<file path="config.mk">
export PLATFORM = sky130hd
export DESIGN_NAME = wavetable_oscillator_flat
export DESIGN_NICKNAME = d
export VERILOG_FILES = /design/src/wto_pkg.sv /design/src/wto_req_if.sv /design/src/wto_rsp_if.sv /design/src/wto_mul.sv /design/src/wto_div.sv /design/src/wto_core.sv /design/src/wavetable_oscillator.sv /design/src/flat_wrapper.sv
export SDC_FILE = /design/constraint.sdc
export NUM_CORES = 2
export LEC_CHECK = 0
export BUFFER_PORTS_ARGS = -buffer_cell sky130_fd_sc_hd__buf_2
export CELL_PAD_IN_SITES_DETAIL_PLACEMENT = 0
export CELL_PAD_IN_SITES_GLOBAL_PLACEMENT = 1
export CORE_UTILIZATION = 46
export CTS_CLUSTER_SIZE = 14
export DETAILED_ROUTE_END_ITERATION = 7
export PLACE_DENSITY = 0.84
export SYNTH_ARGS = -nofsm -noshare
export SYNTH_HDL_FRONTEND = slang
export SYNTH_HIERARCHICAL = 1
export SYNTH_SLANG_ARGS = --single-unit
</file>
<file path="constraint.sdc">
create_clock -name clk -period 13.3 [get_ports clk]
set_input_delay 3.325 -clock clk [delete_from_list [all_inputs] [get_ports clk]]
set_output_delay 3.325 -clock clk [all_outputs]
set_load 0.01 [all_outputs]
</file>
<file path="src/wto_pkg.sv">
// ----------------------------------------------------------------------------
// Wavetable oscillator package
// Widths, register indexes, shared structs and sine polynomial coefficients.
// ----------------------------------------------------------------------------
package wto_pkg;

	localparam int TABLE_POINTS_DEF = 2048;

	localparam int FREQ_W     = 24;
	localparam int AMP_W      = 16;
	localparam int SMP_W      = 18;
	localparam int PHASE_W    = 32;
	localparam int SHAPE_W    = 17;
	localparam int LOFF_W     = 16;
	localparam int RATE_W     = 18;
	localparam int MODE_W     = 2;
	localparam int CFG_IDX_W  = 3;
	localparam int CFG_DATA_W = 32;
	localparam int ENT_W      = 16;
	localparam int MUL_W      = 32;
	localparam int PROD_W     = 64;
	localparam int Q30_W      = 35;
	localparam int DIV_NUM_W  = 48;
	localparam int DIV_DEN_W  = 18;

	localparam logic [30:0] ONE_Q30 = 31'h4000_0000;

	localparam logic signed [31:0] SIN_C1 = 32'sd1686629713;
	localparam logic signed [31:0] SIN_C3 = -32'sd693598686;
	localparam logic signed [31:0] SIN_C5 = 32'sd85569306;
	localparam logic signed [31:0] SIN_C7 = -32'sd5026995;
	localparam logic signed [31:0] SIN_C9 = 32'sd172273;

	localparam logic signed [ENT_W-1:0] ENT_ONE = 16'sd16384;

	typedef enum logic [MODE_W-1:0] {
		WAVE_SINE   = 2'd0,
		WAVE_SQUARE = 2'd1,
		WAVE_SAW    = 2'd2,
		WAVE_SILENT = 2'd3
	} wave_t;

	typedef enum logic [CFG_IDX_W-1:0] {
		REG_WAVE_MODE    = 3'd0,
		REG_SHAPE_PARAM  = 3'd1,
		REG_PHASE_START  = 3'd2,
		REG_LEVEL_OFFSET = 3'd3,
		REG_SAMPLE_RATE  = 3'd4
	} cfg_reg_t;

	typedef struct packed {
		wave_t                     wave_mode;
		logic [SHAPE_W-1:0]        shape_param;
		logic [PHASE_W-1:0]        phase_start;
		logic signed [LOFF_W-1:0]  level_offset;
		logic [RATE_W-1:0]         sample_rate;
	} cfg_t;

	typedef struct packed {
		logic signed [MUL_W-1:0] a;
		logic signed [MUL_W-1:0] b;
	} mul_req_t;

	typedef struct packed {
		logic signed [PROD_W-1:0] prod;
		logic signed [Q30_W-1:0]  q30;
	} mul_rsp_t;

	typedef struct packed {
		logic                 start;
		logic [DIV_NUM_W-1:0] num;
		logic [DIV_DEN_W-1:0] den;
	} div_req_t;

	typedef struct packed {
		logic                 done;
		logic [DIV_NUM_W-1:0] quot;
	} div_rsp_t;

	// Horner coefficients, highest order first.
	function automatic logic signed [31:0] sin_coef(input logic [2:0] step);
		logic signed [31:0] c;
		case (step)
			3'd0: c = SIN_C9;
			3'd1: c = SIN_C7;
			3'd2: c = SIN_C5;
			3'd3: c = SIN_C3;
			3'd4: c = SIN_C1;
			default: c = '0;
		endcase
		return c;
	endfunction

endpackage

</file>
<file path="src/wto_req_if.sv">
// ----------------------------------------------------------------------------
// Oscillator request channel
// Valid/ready channel carrying frequency, amplitude and restart.
// ----------------------------------------------------------------------------
interface wto_req_if;
	import wto_pkg::*;

	logic                    valid;
	logic                    ready;
	logic [FREQ_W-1:0]       frequency;
	logic signed [AMP_W-1:0] amplitude;
	logic                    restart;

	modport source(output valid, frequency, amplitude, restart, input ready);
	modport sink(input valid, frequency, amplitude, restart, output ready);
endinterface

</file>
<file path="src/wto_rsp_if.sv">
// ----------------------------------------------------------------------------
// Oscillator sample channel
// Valid/ready channel carrying one saturated output sample.
// ----------------------------------------------------------------------------
interface wto_rsp_if;
	import wto_pkg::*;

	logic                    valid;
	logic                    ready;
	logic signed [SMP_W-1:0] sample;

	modport source(output valid, sample, input ready);
	modport sink(input valid, sample, output ready);
endinterface

</file>
<file path="src/wto_mul.sv">
// ----------------------------------------------------------------------------
// Shared multiplier
// Sign-magnitude 32x32 multiply with a registered full product and Q0.30 form.
// ----------------------------------------------------------------------------
module wto_mul (
	input  logic             clk,
	input  wto_pkg::mul_req_t req,
	output wto_pkg::mul_rsp_t rsp
);
	import wto_pkg::*;

	logic [MUL_W-1:0]  mag_a;
	logic [MUL_W-1:0]  mag_b;
	logic              neg;
	logic [PROD_W-1:0] mag_p;
	logic [Q30_W-1:0]  mag_q;
	mul_rsp_t          mul_s1;

	assign mag_a = req.a[MUL_W-1] ? $unsigned(-req.a) : $unsigned(req.a);
	assign mag_b = req.b[MUL_W-1] ? $unsigned(-req.b) : $unsigned(req.b);
	assign neg   = req.a[MUL_W-1] ^ req.b[MUL_W-1];
	assign mag_p = PROD_W'(mag_a) * PROD_W'(mag_b);
	// Truncation toward zero: shift the magnitude, then apply the sign.
	assign mag_q = {1'b0, mag_p[PROD_W-1:30]};

	always_ff @(posedge clk) begin
		mul_s1.prod <= neg ? -$signed(mag_p) : $signed(mag_p);
		mul_s1.q30  <= neg ? -$signed(mag_q) : $signed(mag_q);
	end

	assign rsp = mul_s1;
endmodule

</file>
<file path="src/wto_div.sv">
// ----------------------------------------------------------------------------
// Shared divider
// Restoring unsigned divider, one quotient bit per cycle.
// ----------------------------------------------------------------------------
module wto_div (
	input  logic              clk,
	input  logic              arst_n,
	input  wto_pkg::div_req_t req,
	output wto_pkg::div_rsp_t rsp
);
	import wto_pkg::*;

	localparam int CNT_W = $clog2(DIV_NUM_W);

	logic                 busy_q;
	logic                 done_q;
	logic [CNT_W-1:0]     cnt_q;
	logic [DIV_DEN_W-1:0] rem_q;
	logic [DIV_DEN_W-1:0] den_q;
	logic [DIV_NUM_W-1:0] quo_q;
	logic [DIV_DEN_W:0]   trial;
	logic                 ge;

	assign trial = {rem_q, quo_q[DIV_NUM_W-1]};
	assign ge    = trial >= {1'b0, den_q};

	always_ff @(posedge clk or negedge arst_n) begin
		if (!arst_n) begin
			busy_q <= 1'b0;
			done_q <= 1'b0;
			cnt_q  <= '0;
			rem_q  <= '0;
			den_q  <= '0;
			quo_q  <= '0;
		end else begin
			done_q <= 1'b0;
			if (req.start) begin
				busy_q <= 1'b1;
				cnt_q  <= '0;
				rem_q  <= '0;
				den_q  <= req.den;
				quo_q  <= req.num;
			end else if (busy_q) begin
				rem_q <= ge ? DIV_DEN_W'(trial - {1'b0, den_q}) : DIV_DEN_W'(trial);
				quo_q <= {quo_q[DIV_NUM_W-2:0], ge};
				cnt_q <= cnt_q + CNT_W'(1);
				if (cnt_q == CNT_W'(DIV_NUM_W - 1)) begin
					busy_q <= 1'b0;
					done_q <= 1'b1;
				end
			end
		end
	end

	assign rsp.done = done_q;
	assign rsp.quot = quo_q;
endmodule

</file>
<file path="src/wto_core.sv">
// ----------------------------------------------------------------------------
// Oscillator sequencer
// Steps one request through table lookups, interpolation, gain and phase update.
// ----------------------------------------------------------------------------
module wto_core #(
	parameter int TABLE_POINTS = wto_pkg::TABLE_POINTS_DEF
) (
	input  logic              clk,
	input  logic              arst_n,
	input  wto_pkg::cfg_t     cfg,
	wto_req_if.sink           req,
	wto_rsp_if.source         rsp,
	output wto_pkg::mul_req_t mul_req,
	input  wto_pkg::mul_rsp_t mul_rsp,
	output wto_pkg::div_req_t div_req,
	input  wto_pkg::div_rsp_t div_rsp
);
	import wto_pkg::*;

	localparam int IDX_W = $clog2(TABLE_POINTS);
	localparam int SW    = IDX_W + 1;

	typedef enum logic [10:0] {
		S_IDLE    = 11'b000_0000_0001,
		S_ENT     = 11'b000_0000_0010,
		S_SIN_MUL = 11'b000_0000_0100,
		S_SIN_ACC = 11'b000_0000_1000,
		S_SAW_DIV = 11'b000_0001_0000,
		S_INT_MUL = 11'b000_0010_0000,
		S_INT_ACC = 11'b000_0100_0000,
		S_AMP_MUL = 11'b000_1000_0000,
		S_AMP_ACC = 11'b001_0000_0000,
		S_INC_DIV = 11'b010_0000_0000,
		S_OUT     = 11'b100_0000_0000
	} state_t;

	typedef enum logic [1:0] {
		SEG_RISE = 2'd0,
		SEG_FALL = 2'd1,
		SEG_TAIL = 2'd2
	} seg_t;

	state_t                  state_q;
	logic                    ent_sel_q;
	logic [IDX_W-1:0]        k_q;
	logic [15:0]             frac_q;
	logic [PHASE_W-1:0]      phase_q;
	logic [PHASE_W-1:0]      phase_acc_q;
	logic [FREQ_W-1:0]       freq_q;
	logic signed [AMP_W-1:0] amp_q;
	logic [30:0]             u_q;
	logic [1:0]              quad_q;
	logic signed [31:0]      v_q;
	logic signed [31:0]      p_q;
	logic [2:0]              sstep_q;
	seg_t                    seg_q;
	logic signed [ENT_W-1:0] a_q;
	logic signed [ENT_W-1:0] b_q;
	logic signed [ENT_W-1:0] w_q;
	logic signed [SMP_W-1:0] smp_q;
	logic                    rsp_valid_q;
	logic signed [SMP_W-1:0] rsp_sample_q;

	logic [PHASE_W-1:0]      ph_in;
	logic [SHAPE_W-1:0]      prm;
	logic [SW-1:0]           s1r, s2r, s1a, s1, s2, kx, dd;
	logic                    degen;
	seg_t                    seg;
	logic [DIV_NUM_W-1:0]    nb;
	logic                    sq_hi;
	logic [30:0]             u0, u_new;
	logic signed [Q30_W-1:0] sr;
	logic signed [ENT_W-1:0] r16, sin_val;
	logic signed [16:0]      qv, saw17;
	logic signed [ENT_W-1:0] ent_val;
	logic                    ent_done;
	logic signed [16:0]      dif;
	logic signed [63:0]      t64, p64, sum64;
	logic signed [ENT_W-1:0] t16;
	logic signed [SMP_W-1:0] sat;
	logic [RATE_W-1:0]       rate;
	logic                    out_load;

	assign ph_in = req.restart ? cfg.phase_start : phase_acc_q;

	// Saw breakpoints follow the clamped shape parameter.
	always_comb begin
		prm   = (cfg.shape_param > 17'd65536) ? 17'd65536 : cfg.shape_param;
		s1r   = SW'((34'(prm) << IDX_W) >> 17);
		s2r   = SW'((34'(18'd131072 - 18'(prm)) << IDX_W) >> 17);
		s1a   = (s1r == '0) ? SW'(1) : s1r;
		s2    = (s2r == SW'(TABLE_POINTS)) ? s2r - SW'(1) : s2r;
		s1    = (s1a == s2) ? s1a - SW'(1) : s1a;
		degen = (s1 == '0) || (s2 <= s1);
		kx    = SW'(k_q);
		if (kx <= s1) begin
			seg = SEG_RISE;
			nb  = DIV_NUM_W'(kx) << 14;
			dd  = s1;
		end else if (kx <= s2) begin
			seg = SEG_FALL;
			nb  = DIV_NUM_W'(kx - s1) << 15;
			dd  = s2 - s1;
		end else begin
			seg = SEG_TAIL;
			nb  = DIV_NUM_W'(kx - s2) << 14;
			dd  = s1;
		end
		sq_hi = (34'(k_q) << 16) < (34'(prm) << IDX_W);
	end

	// Sine entry: quarter-wave argument and final rounding; saw entry from the divider quotient.
	always_comb begin
		u0      = 31'({k_q[IDX_W-3:0], 2'b00}) << (30 - IDX_W);
		u_new   = k_q[IDX_W-2] ? ONE_Q30 - u0 : u0;
		sr      = mul_rsp.q30[Q30_W-1] ? '0 : (mul_rsp.q30 + 35'sd32768) >>> 16;
		r16     = sr[ENT_W-1:0];
		sin_val = quad_q[1] ? -r16 : r16;
		qv      = $signed({1'b0, div_rsp.quot[15:0]});
		case (seg_q)
			SEG_RISE: saw17 = qv;
			SEG_FALL: saw17 = 17'(ENT_ONE) - qv;
			SEG_TAIL: saw17 = qv - 17'(ENT_ONE);
			default:  saw17 = '0;
		endcase
	end

	always_comb begin
		ent_done = 1'b0;
		ent_val  = '0;
		case (state_q)
			S_ENT: begin
				case (cfg.wave_mode)
					WAVE_SQUARE: begin
						ent_done = 1'b1;
						ent_val  = sq_hi ? ENT_ONE : -ENT_ONE;
					end
					WAVE_SAW: ent_done = degen;
					WAVE_SILENT: ent_done = 1'b1;
					default: ent_done = 1'b0;
				endcase
			end
			S_SIN_ACC: begin
				ent_done = (sstep_q == 3'd5);
				ent_val  = sin_val;
			end
			S_SAW_DIV: begin
				ent_done = div_rsp.done;
				ent_val  = saw17[ENT_W-1:0];
			end
			default: ent_done = 1'b0;
		endcase
	end

	// Operand selection for the shared multiplier.
	always_comb begin
		dif = {b_q[ENT_W-1], b_q} - {a_q[ENT_W-1], a_q};
		case (state_q)
			S_SIN_MUL: begin
				if (sstep_q == 3'd0) begin
					mul_req.a = $signed({1'b0, u_q});
					mul_req.b = $signed({1'b0, u_q});
				end else if (sstep_q == 3'd5) begin
					mul_req.a = p_q;
					mul_req.b = $signed({1'b0, u_q});
				end else begin
					mul_req.a = p_q;
					mul_req.b = v_q;
				end
			end
			S_INT_MUL: begin
				mul_req.a = 32'(dif);
				mul_req.b = $signed({16'b0, frac_q});
			end
			S_AMP_MUL: begin
				mul_req.a = 32'(amp_q);
				mul_req.b = 32'(w_q);
			end
			default: begin
				mul_req.a = '0;
				mul_req.b = '0;
			end
		endcase
	end

	always_comb begin
		rate          = (cfg.sample_rate == '0) ? RATE_W'(1) : cfg.sample_rate;
		div_req.start = 1'b0;
		div_req.num   = {freq_q, 24'b0};
		div_req.den   = DIV_DEN_W'(rate);
		if (state_q == S_ENT) begin
			div_req.start = (cfg.wave_mode == WAVE_SAW) && !degen;
			div_req.num   = (nb << 1) + DIV_NUM_W'(dd);
			div_req.den   = DIV_DEN_W'({dd, 1'b0});
		end else if (state_q == S_AMP_ACC) begin
			div_req.start = 1'b1;
		end
	end

	always_comb begin
		t64   = (mul_rsp.prod + 64'sd32768) >>> 16;
		t16   = t64[ENT_W-1:0];
		p64   = (mul_rsp.prod + 64'sd8192) >>> 14;
		sum64 = p64 + 64'(cfg.level_offset);
		if (sum64 > 64'sd131071) begin
			sat = 18'sd131071;
		end else if (sum64 < -64'sd131072) begin
			sat = -18'sd131072;
		end else begin
			sat = sum64[SMP_W-1:0];
		end
	end

	assign out_load = (state_q == S_OUT) && (!rsp_valid_q || rsp.ready);

	always_ff @(posedge clk or negedge arst_n) begin
		if (!arst_n) begin
			state_q      <= S_IDLE;
			ent_sel_q    <= 1'b0;
			k_q          <= '0;
			frac_q       <= '0;
			phase_q      <= '0;
			phase_acc_q  <= '0;
			freq_q       <= '0;
			amp_q        <= '0;
			u_q          <= '0;
			quad_q       <= '0;
			v_q          <= '0;
			p_q          <= '0;
			sstep_q      <= '0;
			seg_q        <= SEG_RISE;
			a_q          <= '0;
			b_q          <= '0;
			w_q          <= '0;
			smp_q        <= '0;
			rsp_valid_q  <= 1'b0;
			rsp_sample_q <= '0;
		end else begin
			if (rsp_valid_q && rsp.ready && !out_load) begin
				rsp_valid_q <= 1'b0;
			end
			if (ent_done) begin
				if (!ent_sel_q) begin
					a_q       <= ent_val;
					ent_sel_q <= 1'b1;
					k_q       <= k_q + IDX_W'(1);
					state_q   <= S_ENT;
				end else begin
					b_q     <= ent_val;
					state_q <= S_INT_MUL;
				end
			end else begin
				case (state_q)
					S_IDLE: begin
						if (req.valid) begin
							phase_q   <= ph_in;
							k_q       <= ph_in[PHASE_W-1 -: IDX_W];
							frac_q    <= ph_in[PHASE_W-1-IDX_W -: 16];
							freq_q    <= req.frequency;
							amp_q     <= req.amplitude;
							ent_sel_q <= 1'b0;
							state_q   <= S_ENT;
						end
					end
					S_ENT: begin
						if (cfg.wave_mode == WAVE_SINE) begin
							u_q     <= u_new;
							quad_q  <= k_q[IDX_W-1 -: 2];
							sstep_q <= '0;
							state_q <= S_SIN_MUL;
						end else begin
							seg_q   <= seg;
							state_q <= S_SAW_DIV;
						end
					end
					S_SIN_MUL: state_q <= S_SIN_ACC;
					S_SIN_ACC: begin
						if (sstep_q == 3'd0) begin
							v_q <= mul_rsp.q30[31:0];
							p_q <= sin_coef(3'd0);
						end else begin
							p_q <= sin_coef(sstep_q) + mul_rsp.q30[31:0];
						end
						sstep_q <= sstep_q + 3'd1;
						state_q <= S_SIN_MUL;
					end
					S_SAW_DIV: state_q <= S_SAW_DIV;
					S_INT_MUL: state_q <= S_INT_ACC;
					S_INT_ACC: begin
						w_q     <= a_q + t16;
						state_q <= S_AMP_MUL;
					end
					S_AMP_MUL: state_q <= S_AMP_ACC;
					S_AMP_ACC: begin
						smp_q   <= sat;
						state_q <= S_INC_DIV;
					end
					S_INC_DIV: begin
						if (div_rsp.done) begin
							phase_acc_q <= phase_q + div_rsp.quot[PHASE_W-1:0];
							state_q     <= S_OUT;
						end
					end
					S_OUT: begin
						if (out_load) begin
							rsp_valid_q  <= 1'b1;
							rsp_sample_q <= smp_q;
							state_q      <= S_IDLE;
						end
					end
					default: state_q <= S_IDLE;
				endcase
			end
		end
	end

	assign req.ready  = (state_q == S_IDLE);
	assign rsp.valid  = rsp_valid_q;
	assign rsp.sample = rsp_sample_q;
endmodule

</file>
<file path="src/wavetable_oscillator.sv">
// ----------------------------------------------------------------------------
// Wavetable oscillator
// Phase-accumulator synthesis of sine, square and saw with linear interpolation.
// ----------------------------------------------------------------------------
// Channel   Direction  Contents
// req       in         frequency (Q16.8 Hz), amplitude (Q1.14), restart
// rsp       out        sample (Q3.14, saturated)
// cfg       in         write enable, register index, 32-bit write data
//
// One request is in flight at a time; ready is low from acceptance until the
// sample is loaded into the output register. The 48-step divider forms the
// phase increment and the saw entries. The last step waits while the output
// register holds a sample that is not yet taken. Reset clears the phase and
// loads the register defaults.
module wavetable_oscillator #(
	parameter int TABLE_POINTS = wto_pkg::TABLE_POINTS_DEF
) (
	input  logic                           clk,
	input  logic                           arst_n,
	input  logic                           cfg_we,
	input  logic [wto_pkg::CFG_IDX_W-1:0]  cfg_index,
	input  logic [wto_pkg::CFG_DATA_W-1:0] cfg_data,
	wto_req_if.sink                        req,
	wto_rsp_if.source                      rsp
);
	import wto_pkg::*;

	cfg_t     cfg_q;
	mul_req_t mul_req;
	mul_rsp_t mul_rsp;
	div_req_t div_req;
	div_rsp_t div_rsp;

	always_ff @(posedge clk or negedge arst_n) begin
		if (!arst_n) begin
			cfg_q.wave_mode    <= WAVE_SINE;
			cfg_q.shape_param  <= 17'd32768;
			cfg_q.phase_start  <= '0;
			cfg_q.level_offset <= '0;
			cfg_q.sample_rate  <= 18'd44100;
		end else if (cfg_we) begin
			case (cfg_reg_t'(cfg_index))
				REG_WAVE_MODE:    cfg_q.wave_mode    <= wave_t'(cfg_data[MODE_W-1:0]);
				REG_SHAPE_PARAM:  cfg_q.shape_param  <= cfg_data[SHAPE_W-1:0];
				REG_PHASE_START:  cfg_q.phase_start  <= cfg_data[PHASE_W-1:0];
				REG_LEVEL_OFFSET: cfg_q.level_offset <= cfg_data[LOFF_W-1:0];
				REG_SAMPLE_RATE:  cfg_q.sample_rate  <= cfg_data[RATE_W-1:0];
				default:          cfg_q              <= cfg_q;
			endcase
		end
	end

	wto_core #(
		.TABLE_POINTS(TABLE_POINTS)
	) u_core (
		.clk    (clk),
		.arst_n (arst_n),
		.cfg    (cfg_q),
		.req    (req),
		.rsp    (rsp),
		.mul_req(mul_req),
		.mul_rsp(mul_rsp),
		.div_req(div_req),
		.div_rsp(div_rsp)
	);

	wto_mul u_mul (
		.clk(clk),
		.req(mul_req),
		.rsp(mul_rsp)
	);

	wto_div u_div (
		.clk   (clk),
		.arst_n(arst_n),
		.req   (div_req),
		.rsp   (div_rsp)
	);
endmodule

</file>
<file path="src/flat_wrapper.sv">
// flat-port wrapper written by rule: the top's interface ports become plain ports
module wavetable_oscillator_flat import wto_pkg::*;
#(
	parameter int TABLE_POINTS = wto_pkg::TABLE_POINTS_DEF
)
  (clk, arst_n, cfg_we, cfg_index, cfg_data, req_valid, req_frequency, req_amplitude, req_restart, req_ready, rsp_valid, rsp_sample, rsp_ready);
  wto_req_if req_i ();
  wto_rsp_if rsp_i ();
  input  logic clk;
  input  logic arst_n;
  input  logic cfg_we;
  input  logic [wto_pkg::CFG_IDX_W-1:0] cfg_index;
  input  logic [wto_pkg::CFG_DATA_W-1:0] cfg_data;
  input wire logic [$bits(req_i.valid)-1:0] req_valid;
  input wire logic [$bits(req_i.frequency)-1:0] req_frequency;
  input wire logic [$bits(req_i.amplitude)-1:0] req_amplitude;
  input wire logic [$bits(req_i.restart)-1:0] req_restart;
  output wire logic [$bits(req_i.ready)-1:0] req_ready;
  output wire logic [$bits(rsp_i.valid)-1:0] rsp_valid;
  output wire logic [$bits(rsp_i.sample)-1:0] rsp_sample;
  input wire logic [$bits(rsp_i.ready)-1:0] rsp_ready;
  assign req_i.valid = req_valid;
  assign req_i.frequency = req_frequency;
  assign req_i.amplitude = req_amplitude;
  assign req_i.restart = req_restart;
  assign req_ready = req_i.ready;
  assign rsp_valid = rsp_i.valid;
  assign rsp_sample = rsp_i.sample;
  assign rsp_i.ready = rsp_ready;
  wavetable_oscillator #(.TABLE_POINTS(TABLE_POINTS)) u_core (.clk(clk), .arst_n(arst_n), .cfg_we(cfg_we), .cfg_index(cfg_index), .cfg_data(cfg_data), .req(req_i), .rsp(rsp_i));
endmodule
</file>
# [Word level (Yosys, flattened, before mapping)]
# Cells that the tools add are included.
[word_totals] reg_bits=604 word_cells=219 inputBits=81
[classes] bitwise_logic=4 addsub=27 magnitude_cmp=8 reduce_logical=41 mux=71 multipliers=1 eq_ne=33
[ops] op="two-way mux 32 bit" n=9
[ops] op="case mux 64 bit (3 select lines)" n=1
[ops] op="two-way mux 64 bit" n=2
[ops] op="case mux 32 bit (4 select lines)" n=1
[ops] op="case mux 11 bit (11 select lines)" n=1
[ops] op="two-way mux 18 bit" n=6
[ops] op="two-way mux 11 bit" n=9
[ops] op="two-way mux 48 bit" n=2
[ops] op="case mux 16 bit (3 select lines)" n=2
[ops] op="two-way mux 47 bit" n=2
[ops] op="two-way mux 66 bit" n=1
[ops] op="adder 32 bit" n=2
[ops] op="adder 64 x 15 -> 64 bit, second input constant" n=1
[ops] op="multiplier 32 x 32 -> 64 bit" n=1
[ops] op="two-way mux 16 bit" n=4
[ops] op="negation 32 bit" n=2
[ops] op="negation 64 bit" n=1
[ops] op="adder 50 x 16 -> 51 bit" n=1
[ops] op="greater-than comparator 51 x 18 -> 1 bit, second input constant" n=1
[ops] op="< comparator 51 x 18 -> 1 bit, second input constant" n=1
[ops] op="adder 48 x 12 -> 48 bit" n=1
[ops] op="two-way mux 12 bit" n=4
[ops] op="negation 34 -> 35 bit" n=1
[ops] op="adder 32 x 16 -> 32 bit, second input constant" n=1
[ops] op="67 further kinds" n=128

# [Logic depth before layout (Yosys ltp)]
[depth] ltp_word=14 ltp_mapped=57 ltp_nobuf=53

# [Modules after synthesis]
# The synthesis kept the hierarchy.
[modules_own_cells] mod="wto_mul" area_per_inst_um2=39452.8 cells_per_inst=4575 instances=1
[modules_own_cells] mod="wto_core" area_per_inst_um2=25284.2 cells_per_inst=3055 instances=1
[modules_own_cells] mod="wto_div" area_per_inst_um2=5195.0 cells_per_inst=559 instances=1
[modules_own_cells] mod="wavetable_oscillator" area_per_inst_um2=3354.5 cells_per_inst=184 instances=1

# [Worst setup path after synthesis]
# No wires, ideal clock.
[synth_path] path_kind="register to register" startpoint="register u_core.u_core.b_q[0]" endpoint="register u_core.u_mul.mul_s1 (netlist bit u_core/u_mul/rsp[29])" t_required_ps=13169 setup_time_ps=131 t_arrival_ps=12843 path_slack_ps=326 path_stages_with_launch=55 cell_sequence="dfrtp_1 -> inv_1 -> ha_1 -> inv_1 -> fa_1 -> a21o_1 -> a21oi_1 -> o21ai_0 -> a21oi_1 -> o21ai_0 -> a21oi_1 -> o21ai_0 -> a21oi_1 -> o21bai_1 -> a21oi_1 -> o21bai_1 -> a21oi_1 -> xor2_1 -> [19 not listed] -> fa_1 -> inv_1 -> fa_1 -> inv_1 -> ha_1 -> buf_2 -> nand4_1 -> nor4_2 -> nand2_1 -> or4_1 -> o211ai_1 -> xor2_1 -> nand3b_1 -> or3_1 -> buf_2 -> or2_4 -> o31a_1 -> xnor2_1"
[synth_rtl] element="start, declared" line_no="wto_core.sv:58" text="logic signed [ENT_W-1:0] b_q;"
[synth_rtl] element="start signal, assigned" line_no="wto_core.sv:249" text="b_q <= ent_val;"
[synth_rtl] element="end, declared" line_no="wto_mul.sv:17" text="mul_rsp_t mul_s1;"

==> tab_implementation.tex <==
\begin{tabular}{lr}
\hline
Metric & Value \\
\hline
\multicolumn{2}{l}{\textbf{Status}} \\
Status & finished clean \\
\multicolumn{2}{l}{\textbf{Placement}} \\
Post-DP HPWL & 211000 µm \\
Placed Instance Area & 0.0784 mm² \\
Worst slack, placed & -0.0182 ns \\
Placer Congestion & 1.02 \\
Count of buffers from port buffering & 100 \\
\multicolumn{2}{l}{\textbf{Run}} \\
Number of maximum-capacitance violations & 0 \\
\multicolumn{2}{l}{\textbf{Logic synthesis}} \\
Syn. warnings & 6 \\
Summed instance area of the synthesized netlist & 0.0728 mm² \\
Average size of a mapped cell & 8.74 µm² \\
Cells after Synth & 8329 \\
\multicolumn{2}{l}{\textbf{Floorplan}} \\
Effective utilization at floorplan & 46.5\% \\
Placeable core area & 0.157 mm² \\
Chip Height & 400 µm \\
Placement Rows & 145 \\
Chip width & 400 µm \\
Die area & 0.160 mm² \\
Number of top-level pins & 101 \\
\multicolumn{2}{l}{\textbf{Critical path}} \\
Category of the worst setup path launch point & register \\
Kind of capture point of the worst setup path & register \\
Most frequent cell on the critical path & fa\_1 \\
Crit path kind & register to register \\
CP max-delay cell & fa\_1 \\
Critical-path maximum fanout & 7 \\
CP peak stage delay & 0.59 ns \\
Critical Path RT & 13.85 ns \\
WP data arrival & 13.44 ns \\
\multicolumn{2}{l}{\textbf{Finish}} \\
Synthesis-to-layout area growth & 11.4\% \\
Layout Utilization & 51.8\% \\
Sequential cell area in the final layout & 0.0134 mm² \\
Multi-input combinational cell area & 0.0546 mm² \\
Count of filler cells inserted in the layout & 14.7k \\
Post-route cell area & 0.0811 mm² \\
Total Nets Final & 10.0k \\
Fraction of layout cells with a size suffix above 1 & 13.4\% \\
\multicolumn{2}{l}{\textbf{GRT}} \\
Pin count of the biggest net entering global routing & 157 \\
Residual overflow from global routing & 0 \\
Global-route wire length before repair & 392000 µm \\
Initial antenna violation count & 13 \\
Overall fraction of global-route tracks in use & 32.7\% \\
Via count of the first global-routing pass & 62.8k \\
\multicolumn{2}{l}{\textbf{Pwr}} \\
Pleak & 38.5 nW \\
Maximum vdd drop & 0.000178 V \\
PwrDens & 100 mW/mm² \\
\multicolumn{2}{l}{\textbf{Timing}} \\
Clk\_skew & 0.0634 ns \\
Total negative slack for setup checks & 0 ns \\
Highest achievable clock rate & 77.6 MHz \\
Final Setup Violations & 0 \\
Final-report max-slew violation count & 0 \\
Least setup slack across all paths after layout & 0.409 ns \\
Final period utilization & 96.9\% \\
Measured slew at the worst slew-check pin & 1.42 ns \\
Worst-case headroom to the max-slew limit & 4.40\% \\
Final count of hold timing violations & 0 \\
Worst hold slack after final layout & 0.476 ns \\
Min Clock Period, post-route & 12.89 ns \\
\multicolumn{2}{l}{\textbf{Clock tree}} \\
Bufs on Longest Clock Path & 3 \\
Cts bufs inserted & 61 \\
Clock tree from TritonCTS & yes \\
Clock sink count & 553 \\
CTS H-tree depth & 2 \\
Insertion delay to the later sink of the worst-skew pair & 0.68 ns \\
Clock tree root buffer cell & clkbuf\_16 \\
Clock-pin slew on the worst setup and hold paths & 0.07 ns \\
\multicolumn{2}{l}{\textbf{Drt}} \\
Vias post-DR & 62.4k \\
Via-per-instance ratio & 5.84 \\
Drt total wl & 261000 µm \\
Detailed-routing iteration count for the pre-antenna-repair pass & 7 \\
Count of unresolved DRC violations after routing & 0 \\
Wire length per cell after detailed routing & 24.4 µm \\
First DRT Iteration DRCs & 5869 \\
Count of antenna-violating nets left after detailed routing & 0 \\
\multicolumn{2}{l}{\textbf{Hold path}} \\
Type of the most critical hold path & register to register \\
\hline
\end{tabular}
==> worst max-delay path, delay by kind of cell, from the launching register on <==
family          cells  cell delay, ns
simple gates       11            2.63
compound gates     17            3.55
flops               1            0.39
xor+xnor            2            0.36
buf+inv             8            1.04
fa+ha+maj          10            4.64
mux                 1            0.14
==> area by class of cell <==
cell class	count	area share (%)
antenna	6	0.0185
clock buffer	85	2.21
clock inverter	27	0.313
inverter	1051	4.86
multi-input combinational	6323	67.3
sequential	553	16.6
tap	2058	3.17
timing repair buffer	577	5.59
==> per-layer routing <==
layer / routed length, µm / global-route usage (%) / vias to the layer above
met2: 120000 / 52.6 / 2426
met5: 109 / 0.303 / -
met1: 109000 / 43.6 / 31500
met4: 13300 / 14.3 / 8
li1: - / - / 27900
met3: 18500 / 4.81 / 528
==> power by group <==
group,internal [mW],switching [mW]
clock network,0.981,0.754
registers,2.06,0.498
logic,1.61,2.24
total,4.65,3.49
==> stage by stage <==
stage	total power [mW]	cells
2_1_floorplan	5.18	8331
3_3_place_gp	6.26	10500
3_5_place_dp	6.33	10500
4_1_cts	8.10	10700
5_1_grt	8.66	10700
6_report	8.15	10700
==> placed cells by master, fill, tap and decap left out, types with 19 or more instances in the layout <==
cell          n
nand3_1     112
a211oi_1     48
nor3_1       94
o31ai_1      82
and3_1       37
mux2_2      137
a31oi_1      38
o21bai_1     45
ha_1        474
dfxtp_1      84
o21a_1       46
a311oi_1     19
mux2i_1     109
dfrtp_1     460
buf_4       440
nor2b_1      34
nor2_1      833
clkbuf_16    63
a22oi_1      31
o21ai_1      47
nand2b_1     58
a21oi_1     278
a21o_1      124
xnor2_2      25
buf_2        99
mux2_4       53
nand2_1    1078
nand4_1      94
and2_1       39
a21oi_2      32
xnor2_1     245
xor2_1      201
buf_12       35
or3_1        37
o21ai_0     434
inv_1      1049
nor4_1       32
or2_2        22
fa_1        904
o211ai_1     24
==> final timing paths <==
kind / startpoint / end / slack, ns / cells past startpoint
worst max-delay path: u_core/u_core/a_q[1]$_DFFE_PN0P_ / u_core/u_mul/rsp[90]$_DFF_P_ / 0.41 / 49
worst max register to register: u_core/u_core/a_q[1]$_DFFE_PN0P_ / u_core/u_mul/rsp[90]$_DFF_P_ / 0.41 / 49
max in group asynchronous: arst_n / u_core/cfg_q[42]$_DFFE_PN0P_ / 8.17 / 3
worst min register to register: u_core/u_core/phase_acc_q[26]$_DFFE_PN0P_ / u_core/u_core/phase_acc_q[26]$_DFFE_PN0P_ / 0.48 / 2
worst min-delay path: u_core/u_core/phase_acc_q[26]$_DFFE_PN0P_ / u_core/u_core/phase_acc_q[26]$_DFFE_PN0P_ / 0.48 / 2
min in group asynchronous: arst_n / u_core/cfg_q[60]$_DFFE_PN0P_ / 2.69 / 1
==> state kept, by name, summed over array words and instances (netlist names), 3 cells and up <==
signal / count
u_core/cfg_q: 85
u_core/u_mul/rsp: 84
u_core/u_div/quo_q: 48
u_core/u_core/p_q: 32
u_core/u_core/phase_acc_q: 32
u_core/u_core/v_q: 32
u_core/u_core/freq_q: 24
u_core/u_core/rsp.sample: 18
u_core/u_core/smp_q: 18
u_core/u_div/den_q: 18
u_core/u_div/rem_q: 18
u_core/u_core/phase_q: 17
u_core/u_core/a_q: 16
u_core/u_core/amp_q: 16
u_core/u_core/b_q: 16
u_core/u_core/w_q: 16
u_core/u_core/frac_q: 15
u_core/u_core/k_q: 11
u_core/u_core/state_q: 11
u_core/u_core/u_q: 10
u_core/u_div/cnt_q: 6
u_core/u_core/sstep_q: 3
==> what timing repair did <==
action / CTS / global route
resized for setup: 10 / 100
pin swaps: 1 / 27
setup endpoints to repair: 14 / 65
hold buffers: 0 / 0
hold endpoints to repair: 0 / 0
buffers inserted: 0 / 19
(Power assumes the default switching activity.)
